File: config.mk
export PLATFORM = sky130hd
export DESIGN_NAME = voxel_face_culling_mesher
export DESIGN_NICKNAME = d
export VERILOG_FILES = /design/src/hdl/vfcm_pkg.sv /design/src/hdl/vfcm_front.sv /design/src/hdl/vfcm_queue.sv /design/src/hdl/vfcm_back.sv /design/src/hdl/voxel_face_culling_mesher.sv
export SDC_FILE = /design/constraint.sdc
export NUM_CORES = 1
export LEC_CHECK = 0
export ABC_AREA = 1
export BUFFER_PORTS_ARGS = -buffer_cell sky130_fd_sc_hd__buf_2
export CAP_MARGIN = 20
export CORE_ASPECT_RATIO = 2
export CORE_MARGIN = 4
export CORE_UTILIZATION = 50
export CTS_CLUSTER_SIZE = 28
export DETAILED_ROUTE_END_ITERATION = 16
export PLACE_DENSITY = 0.73
export SLEW_MARGIN = 20
export SYNTH_ARGS = -nofsm -noshare
export SYNTH_HDL_FRONTEND = slang
export SYNTH_HIERARCHICAL = 1
export SYNTH_SLANG_ARGS = --single-unit
File: constraint.sdc
create_clock -name clk -period 6 [get_ports clk]
set_clock_uncertainty 0.2 [all_clocks]
set_input_delay 1.2 -clock clk [delete_from_list [all_inputs] [get_ports clk]]
set_output_delay 1.2 -clock clk [all_outputs]
set_load 0.03 [all_outputs]
File: src/hdl/vfcm_pkg.sv
// Shared types, constants and helper functions for the voxel face culling mesher.
// Depends on nothing; every other file of the block imports it.
package vfcm_pkg;

  localparam int CHUNK_DIM   = 16;
  localparam int FACES       = 6;
  localparam int COORD_W     = 4;
  localparam int ID_W        = 16;
  localparam int SEC_W       = 2;
  localparam int TEX_W       = 8;
  localparam int TEXS_W      = FACES * TEX_W;
  localparam int FACE_W      = 3;
  localparam int COUNT_W     = 17;
  localparam int LIGHT_W     = 9;
  localparam int QUEUE_DEPTH = 2;

  localparam logic [COUNT_W-1:0] MAX_COUNT = {COUNT_W{1'b1}};

  localparam int IN_DATA_W  = 96;
  localparam int OUT_DATA_W = 56;
  localparam int CFG_IDX_W  = 1;
  localparam int CFG_DATA_W = 16;

  localparam logic [CFG_IDX_W-1:0] REG_VACUUM_ID   = 1'b0;
  localparam logic [CFG_IDX_W-1:0] REG_TRANSPARENT = 1'b1;

  typedef struct packed {
    logic                     clear;
    logic [FACES-1:0]         mask;
    logic [SEC_W-1:0]         section;
    logic [COORD_W-1:0]       x;
    logic [COORD_W-1:0]       y;
    logic [COORD_W-1:0]       z;
    logic [TEXS_W-1:0]        textures;
  } entry_t;

  typedef struct packed {
    logic [FACE_W-1:0]        face;
    logic [SEC_W-1:0]         section;
    logic [COUNT_W-1:0]       base_vertex;
    logic [COORD_W-1:0]       x;
    logic [COORD_W-1:0]       y;
    logic [COORD_W-1:0]       z;
    logic [TEX_W-1:0]         texture;
    logic [LIGHT_W-1:0]       light;
    logic                     overflow;
    logic                     last;
  } quad_t;

  function automatic logic [FACE_W-1:0] lowest_face(input logic [FACES-1:0] mask);
    logic [FACE_W-1:0] f;
    logic              found;
    f     = '0;
    found = 1'b0;
    for (int i = 0; i < FACES; i++) begin
      if (mask[i] && !found) begin
        f     = FACE_W'(i);
        found = 1'b1;
      end
    end
    return f;
  endfunction

  function automatic logic [LIGHT_W-1:0] face_light(input logic [FACE_W-1:0] f);
    logic [LIGHT_W-1:0] l;
    case (f)
      3'd0: begin
        l = 9'd218;
      end
      3'd1: begin
        l = 9'd243;
      end
      3'd2: begin
        l = 9'd205;
      end
      3'd3: begin
        l = 9'd230;
      end
      3'd4: begin
        l = 9'd192;
      end
      default: begin
        l = 9'd256;
      end
    endcase
    return l;
  endfunction

endpackage

File: src/hdl/vfcm_front.sv
// Front end: accepts voxel beats, drops voxels that give nothing and works out which faces show.
// Depends on vfcm_pkg; feeds vfcm_queue.
module vfcm_front #(
  parameter int NUM_SECTIONS = 4
) (
  input  logic                        clk,
  input  logic                        rst_n,
  input  logic                        in_valid,
  output logic                        in_ready,
  input  logic                        chunk_start,
  input  logic [vfcm_pkg::COORD_W-1:0] vox_x,
  input  logic [vfcm_pkg::COORD_W-1:0] vox_y,
  input  logic [vfcm_pkg::COORD_W-1:0] vox_z,
  input  logic [vfcm_pkg::ID_W-1:0]    block_id,
  input  logic [vfcm_pkg::SEC_W-1:0]   block_section,
  input  logic [vfcm_pkg::TEXS_W-1:0]  face_textures,
  input  logic [vfcm_pkg::FACES-1:0]   neighbour_vacuum,
  input  logic [2*vfcm_pkg::FACES-1:0] neighbour_sections,
  input  logic [vfcm_pkg::ID_W-1:0]    vacuum_id,
  input  logic [vfcm_pkg::SEC_W-1:0]   transparent_section,
  output logic                        push,
  output vfcm_pkg::entry_t            push_entry,
  input  logic                        full
);
  import vfcm_pkg::*;

  logic             skip;
  logic [FACES-1:0] shown;
  logic             seen_r;

  always_comb begin
    for (int f = 0; f < FACES; f++) begin
      if (!neighbour_vacuum[f]) begin
        shown[f] = !((block_section == transparent_section) ||
                     (neighbour_sections[2*f +: 2] == block_section));
      end else begin
        shown[f] = 1'b1;
      end
    end
  end

  assign skip = (block_id == vacuum_id) ||
                (32'(block_section) >= NUM_SECTIONS) ||
                (32'(vox_x) >= CHUNK_DIM) ||
                (32'(vox_y) >= CHUNK_DIM) ||
                (32'(vox_z) >= CHUNK_DIM);

  assign in_ready = !full && seen_r;

  always_comb begin
    push_entry.clear    = chunk_start;
    push_entry.mask     = skip ? '0 : shown;
    push_entry.section  = block_section;
    push_entry.x        = vox_x;
    push_entry.y        = vox_y;
    push_entry.z        = vox_z;
    push_entry.textures = face_textures;
  end

  // Beats that clear nothing and show no face need not reach the back end.
  assign push = in_valid && in_ready && (chunk_start || (|push_entry.mask));

  // Holds off input beats until the cycle after reset is released.
  always_ff @(posedge clk) begin
    if (!rst_n) begin
      seen_r <= 1'b0;
    end else begin
      seen_r <= 1'b1;
    end
  end

endmodule

File: src/hdl/vfcm_queue.sv
// Short first-in first-out queue of classified voxels between the front and back ends.
// Depends on vfcm_pkg for the entry type and depth.
module vfcm_queue (
  input  logic             clk,
  input  logic             rst_n,
  input  logic             push,
  input  vfcm_pkg::entry_t push_entry,
  output logic             full,
  output logic             head_valid,
  output vfcm_pkg::entry_t head_entry,
  input  logic             pop
);
  import vfcm_pkg::*;

  localparam int PTR_W = $clog2(QUEUE_DEPTH);
  localparam int CNT_W = $clog2(QUEUE_DEPTH + 1);

  entry_t             mem_r [QUEUE_DEPTH];
  logic [PTR_W-1:0]   wr_ptr_r;
  logic [PTR_W-1:0]   wr_ptr_nxt;
  logic [PTR_W-1:0]   rd_ptr_r;
  logic [PTR_W-1:0]   rd_ptr_nxt;
  logic [CNT_W-1:0]   count_r;
  logic [CNT_W-1:0]   count_nxt;
  logic               do_push;
  logic               do_pop;

  assign full       = (count_r == CNT_W'(QUEUE_DEPTH));
  assign head_valid = (count_r != '0);
  assign head_entry = mem_r[rd_ptr_r];
  assign do_push    = push && !full;
  assign do_pop     = pop && head_valid;

  always_comb begin
    wr_ptr_nxt = do_push ? wr_ptr_r + 1'b1 : wr_ptr_r;
    rd_ptr_nxt = do_pop ? rd_ptr_r + 1'b1 : rd_ptr_r;
    count_nxt  = count_r;
    if (do_push && !do_pop) begin
      count_nxt = count_r + 1'b1;
    end else if (do_pop && !do_push) begin
      count_nxt = count_r - 1'b1;
    end
  end

  always_ff @(posedge clk) begin
    if (!rst_n) begin
      wr_ptr_r <= '0;
      rd_ptr_r <= '0;
      count_r  <= '0;
    end else begin
      wr_ptr_r <= wr_ptr_nxt;
      rd_ptr_r <= rd_ptr_nxt;
      count_r  <= count_nxt;
    end
  end

  always_ff @(posedge clk) begin
    if (do_push) begin
      mem_r[wr_ptr_r] <= push_entry;
    end
  end

endmodule

File: src/hdl/vfcm_back.sv
// Back end: walks one voxel's shown faces, one quad a cycle unless out_ready stalls, keeps the
// section vertex counters and holds the result register. Depends on vfcm_pkg; fed by vfcm_queue.
module vfcm_back #(
  parameter int NUM_SECTIONS = 4
) (
  input  logic             clk,
  input  logic             rst_n,
  input  logic             head_valid,
  input  vfcm_pkg::entry_t head_entry,
  output logic             pop,
  output logic             out_valid,
  input  logic             out_ready,
  output vfcm_pkg::quad_t  out_quad
);
  import vfcm_pkg::*;

  localparam int SIDX_W = $clog2(NUM_SECTIONS);

  logic [COUNT_W-1:0] count_r [NUM_SECTIONS];
  entry_t             cur_r;
  logic [FACES-1:0]   mask_r;
  logic [FACES-1:0]   mask_nxt;
  logic               out_valid_r;
  logic               out_valid_nxt;
  quad_t              quad_r;
  quad_t              quad_nxt;

  logic               advance;
  logic               emit;
  logic               load;
  logic [FACE_W-1:0]  f;
  logic [FACES-1:0]   rest;
  logic [SIDX_W-1:0]  sidx;
  logic [COUNT_W-1:0] cnt;
  logic [COUNT_W:0]   sum;
  logic [COUNT_W-1:0] cnt_nxt;

  assign advance = !out_valid_r || out_ready;
  assign emit    = (|mask_r) && advance;
  assign f       = lowest_face(mask_r);
  assign rest    = mask_r & (mask_r - 1'b1);
  assign load    = head_valid && (!(|mask_r) || (emit && (rest == '0)));
  assign pop     = load;

  assign sidx    = SIDX_W'(cur_r.section);
  assign cnt     = count_r[sidx];
  assign sum     = {1'b0, cnt} + (COUNT_W + 1)'(4);
  assign cnt_nxt = (sum > {1'b0, MAX_COUNT}) ? MAX_COUNT : sum[COUNT_W-1:0];

  always_comb begin
    mask_nxt = mask_r;
    if (load) begin
      mask_nxt = head_entry.mask;
    end else if (emit) begin
      mask_nxt = rest;
    end
    out_valid_nxt = out_valid_r;
    if (emit) begin
      out_valid_nxt = 1'b1;
    end else if (out_ready) begin
      out_valid_nxt = 1'b0;
    end
    quad_nxt             = quad_r;
    if (emit) begin
      quad_nxt.face        = f;
      quad_nxt.section     = cur_r.section;
      quad_nxt.base_vertex = cnt;
      quad_nxt.x           = cur_r.x;
      quad_nxt.y           = cur_r.y;
      quad_nxt.z           = cur_r.z;
      quad_nxt.texture     = cur_r.textures[{f, 3'b000} +: TEX_W];
      quad_nxt.light       = face_light(f);
      quad_nxt.overflow    = (cnt > (MAX_COUNT - COUNT_W'(3)));
      quad_nxt.last        = (rest == '0);
    end
  end

  always_ff @(posedge clk) begin
    if (!rst_n) begin
      mask_r      <= '0;
      out_valid_r <= 1'b0;
    end else begin
      mask_r      <= mask_nxt;
      out_valid_r <= out_valid_nxt;
    end
  end

  always_ff @(posedge clk) begin
    if (load) begin
      cur_r <= head_entry;
    end
    quad_r <= quad_nxt;
  end

  // A chunk start takes effect when its voxel is loaded, after the previous voxel's last quad.
  always_ff @(posedge clk) begin
    if (!rst_n || (load && head_entry.clear)) begin
      for (int i = 0; i < NUM_SECTIONS; i++) begin
        count_r[i] <= '0;
      end
    end else if (emit) begin
      count_r[sidx] <= cnt_nxt;
    end
  end

  assign out_valid = out_valid_r;
  assign out_quad  = quad_r;

endmodule

File: src/hdl/voxel_face_culling_mesher.sv
// Top level of the voxel face culling mesher: stream ports, configuration registers and the
// front end, queue and back end. Depends on vfcm_pkg, vfcm_front, vfcm_queue and vfcm_back.
//
// One voxel enters per beat and gives zero to six quad beats, one per shown face in the order
// -x, +x, -y, +y, -z, +z, with the last quad of a voxel marked by out_tlast. The back end emits
// one quad a cycle while out_tready does not stall it, and holds a voxel until the quad of its
// last shown face is emitted. Voxels that show nothing and start no chunk are dropped by the
// front end, which takes one beat a cycle while the queue has room; a chunk start that shows
// nothing is still loaded by the back end. When the back end is idle, an accepted beat passes
// through the queue and the back end's current-voxel registers before its first quad is offered
// from the result register. A two-entry queue lets new voxels be taken while a result waits on
// out_tready. Vertex bases are counted per section and saturate with the overflow flag set.
module voxel_face_culling_mesher #(
  parameter int NUM_SECTIONS = 4
) (
  input  logic                              clk,
  input  logic                              rst_n,
  // x[3:0], y[7:4], z[11:8], block_id[27:12], block_section[29:28],
  // face_textures[77:30], neighbour_vacuum[83:78], neighbour_sections[95:84]
  input  logic [vfcm_pkg::IN_DATA_W-1:0]    in_tdata,
  // chunk_start[0]
  input  logic                              in_tuser,
  input  logic                              in_tvalid,
  output logic                              in_tready,
  // face[2:0], out_section[4:3], base_vertex[21:5], quad_x[25:22], quad_y[29:26],
  // quad_z[33:30], texture[41:34], light[50:42], overflow[51], zero[55:52]
  output logic [vfcm_pkg::OUT_DATA_W-1:0]   out_tdata,
  output logic                              out_tlast,
  output logic                              out_tvalid,
  input  logic                              out_tready,
  input  logic                              cfg_wen,
  input  logic [vfcm_pkg::CFG_IDX_W-1:0]    cfg_index,
  input  logic [vfcm_pkg::CFG_DATA_W-1:0]   cfg_wdata
);
  import vfcm_pkg::*;

  logic [ID_W-1:0]  vacuum_id_r;
  logic [SEC_W-1:0] transparent_section_r;
  logic             push;
  entry_t           push_entry;
  logic             full;
  logic             head_valid;
  entry_t           head_entry;
  logic             pop;
  quad_t            quad;

  always_ff @(posedge clk) begin
    if (!rst_n) begin
      vacuum_id_r           <= '0;
      transparent_section_r <= SEC_W'(1);
    end else if (cfg_wen) begin
      case (cfg_index)
        REG_VACUUM_ID: begin
          vacuum_id_r <= cfg_wdata[ID_W-1:0];
        end
        REG_TRANSPARENT: begin
          transparent_section_r <= cfg_wdata[SEC_W-1:0];
        end
        default: begin
        end
      endcase
    end
  end

  vfcm_front #(
    .NUM_SECTIONS(NUM_SECTIONS)
  ) u_front (
    .clk                (clk),
    .rst_n              (rst_n),
    .in_valid           (in_tvalid),
    .in_ready           (in_tready),
    .chunk_start        (in_tuser),
    .vox_x              (in_tdata[3:0]),
    .vox_y              (in_tdata[7:4]),
    .vox_z              (in_tdata[11:8]),
    .block_id           (in_tdata[27:12]),
    .block_section      (in_tdata[29:28]),
    .face_textures      (in_tdata[77:30]),
    .neighbour_vacuum   (in_tdata[83:78]),
    .neighbour_sections (in_tdata[95:84]),
    .vacuum_id          (vacuum_id_r),
    .transparent_section(transparent_section_r),
    .push               (push),
    .push_entry         (push_entry),
    .full               (full)
  );

  vfcm_queue u_queue (
    .clk        (clk),
    .rst_n      (rst_n),
    .push       (push),
    .push_entry (push_entry),
    .full       (full),
    .head_valid (head_valid),
    .head_entry (head_entry),
    .pop        (pop)
  );

  vfcm_back #(
    .NUM_SECTIONS(NUM_SECTIONS)
  ) u_back (
    .clk        (clk),
    .rst_n      (rst_n),
    .head_valid (head_valid),
    .head_entry (head_entry),
    .pop        (pop),
    .out_valid  (out_tvalid),
    .out_ready  (out_tready),
    .out_quad   (quad)
  );

  assign out_tdata = {4'b0000, quad.overflow, quad.light, quad.texture, quad.z, quad.y,
                      quad.x, quad.base_vertex, quad.section, quad.face};
  assign out_tlast = quad.last;

endmodule
==> impl_results.md <==
- Outcome: complete, no violations
- Antenna fix cells: 0
- Initial Util: 50.7%
- Gpl congestion: 0.904
- Max Fanout on Critical Path: 21
- Layout cells sized above 1: 26.2%
- # clock sinks: 353
- Synth area leader: edfxtp_1
- Post-DP HPWL: 21.5 mm
- Worst skew pair latency: 0.56 ns
- WL per Instance: 17.3 um
- Startpoint type of the worst setup path: register
- CTS resizes: 0
- Largest stage delay on the critical path: 0.63 ns
- Buffers on Ports: 173
- Final non-filler cell area: 16900 sq um
- Max VDD drop: 0.339 mV
- Final setup vio count: 0
- Initial antenna violation count: 1
- CTS tree: yes
- CP endpoint kind: register
- Slew Limit Fails: 0
- Critical path's top delay family: simple AND/OR/NAND/NOR gates
- Core area: 30200 sq um
- Number of H-tree levels: 1
- Avg Cell Area, Syn: 12.1 sq um
- Slew margin rel.: 32.0%
- Fin util: 55.9%
- Root Driver: clkbuf_16
- Pwr dens: 525 nW/um^2
- Leak: 6.82 nW
- Synthesis-to-layout area growth: 10.3%
- Fmax: 0.288 GHz
- Vias/cell: 5.16
- DRC viols: 0
- Final #Nets: 1494
- Critical Path Most Common Cell: nand2_1
- Fin crit share: 57.9%
- Clock slew at the register clock pins of the worst setup and hold paths: 0.07 ns
- Worst hold path class: register to register
- Kind of critical path: register to register
- Slew @ Worst Pin: 1.02 ns
- Synth cell count leaders: edfxtp_1, nand2_1, nor2_1
- Total track usage: 17.6%
- Sequential area share after synthesis: 67.1%
- Post-CTS Setup Inserts: 0
- Mapped cell area: 15300 sq um
- Total Power: 8.87 mW
- WP data arrival: 3.57 ns
- Overall routed net length: 30.4 mm
- Die H: 255 um
- RSZ-0062 raised after global routing: false
- Placed insts: 1708
- Library cells used by synthesis: 47
- Synth Instances: 1261
- Initial DRC Count: 528
- Final min period: 3.47 ns
- Slowest-stage cell, CP: inv_1
- Die Area: 33600 sq um
- Largest net degree at the start of global routing: 70
- Vias in the first global route: 9244
- FF+latch count, synth: 353
- Top_reg_cell synth: edfxtp_1
- TritonCTS buffer count: 30
- Cts hold-fix bufs: 0
- Chip Width: 132 um
- Max cap viols: 0
- Post-synth EDFFs: 320
- Post-DP Area: 15900 sq um
- Global route overflow: 0
- Fin Setup TNS: 0 ns
- Hold Fails Final Rpt: 0
- Syn. warnings: 6
- CP Cell Sequence: inv_1 > nand3_1 > nand2_1 > ha_1 > nand2_1 > nor2_1 > nand2_1 > nor2_2 > nand2_1 > nand2_1 > nand2_1 > nand2_1 > nor2_1
- Yosys top cell area share: 62.8%
- HP Start: u_back/cur_r[51]
- Count leader, synth: edfxtp_1
- Largest cells by area after synthesis: edfxtp_1, nand2_1, mux2_2
- Clk buf depth: 3
- I/O pin count: 178
- Critical path data required time: 6.10 ns
- Filler instances: 2513
- Final non-filler cell total: 1760
- First drt pass iteration count: 5
- Async SR Flop Fraction: 0%
- First-pass GRT wire length: 46.8 mm
- Bufs and invs on worst path: 1
- Vias: 9073
- Core Rows: 90
- Final antenna-violating net count: 0
[worst paths after layout]
check,end,slack [ns],cells past startpoint
worst max-delay path,u_back/count_r[1][14],2.53,13
worst min-delay path,u_back/out_quad[22],0.22,0
worst max register to register,u_back/count_r[1][14],2.53,13
worst min register to register,u_back/out_quad[22],0.22,0
[worst register-to-register path: cells and delay by family, from the launching register on]
family / cells / cell delay [ns]
and+or+nand+nor: 11 / 1.62
DFF: 1 / 0.55
adders and majority gates: 1 / 0.20
buffers and inverters: 1 / 0.64
[cells in the final DEF (no fill, tap or decap), types with 7 or more instances in the layout]
cell / instances
mux2_2: 59
nand3_2: 14
o21ai_0: 14
buf_2: 173
nand2_2: 11
a22oi_1: 8
o21ai_1: 11
inv_1: 112
a21oi_1: 13
edfxtp_1: 320
nor2_1: 159
inv_2: 20
clkbuf_16: 31
nand3_1: 42
nand2_1: 248
dfxtp_1: 32
mux2_4: 10
xnor2_1: 11
buf_4: 7
nand4_1: 8
nor2_2: 9
[power breakdown]
group | switching (mW) | internal, mW
Sequential | 0.248 | 3.72
Combinational | 2.18 | 0.809
Clock | 0.837 | 1.07
[per-stage QoR]
step                hold slack (ns)  setup WS, ns
floorplan                     0.200         0.349
global placement              0.202          2.10
detailed placement            0.207          2.02
CTS                           0.223          2.55
global route                  0.227          2.32
finish                        0.220          2.53
[kinds of logic after synthesis]
logic type / count (synthesis) / synth area share (%)
fa+ha+maj: 3 / 0.245
compound gates: 77 / 3.28
simple gates: 501 / 14.1
other cells: 1 / 0.0245
buf+inv: 238 / 8.59
mux: 69 / 5.32
flops: 353 / 67.1
xor+xnor: 19 / 1.33
[per-layer routing]
metal / track usage, % / vias to the layer above / part of all wire [%]
met3: 1.93 / 88 / 3.8
li1: - / 4391 / -
met2: 35.6 / 264 / 58
met5: 0 / - / 0
met1: 16.9 / 4330 / 33
met4: 9.43 / 0 / 5.0
[sequential cells by signal, summed over array words and instances, names as in the netlist, named ones only]
register               cells
u_back/sidx                2
u_back/out_valid           1
transparent_section_r      2
u_queue/wr_ptr_r           1
u_back/count_r            68
u_front/seen_r             1
u_queue/mem_r            138
u_queue/rd_ptr_r           1
u_back/cur_r              60
u_back/mask_r              6
vacuum_id_r               16
u_queue/count_r            2
u_back/out_quad           52
[layout make-up]
cell class | count | area [sq um] | area share (%)
Sequential cell | 353 | 10300 | 60.9
Inverter | 134 | 508 | 3.01
Timing Repair Buffer | 180 | 918 | 5.44
Multi-Input combinational cell | 673 | 3760 | 22.3
Tap cell | 368 | 460 | 2.73
Clock inverter | 15 | 164 | 0.971
Clock buffer | 37 | 798 | 4.73
Note: power is estimated with default switching activity, not from simulation.
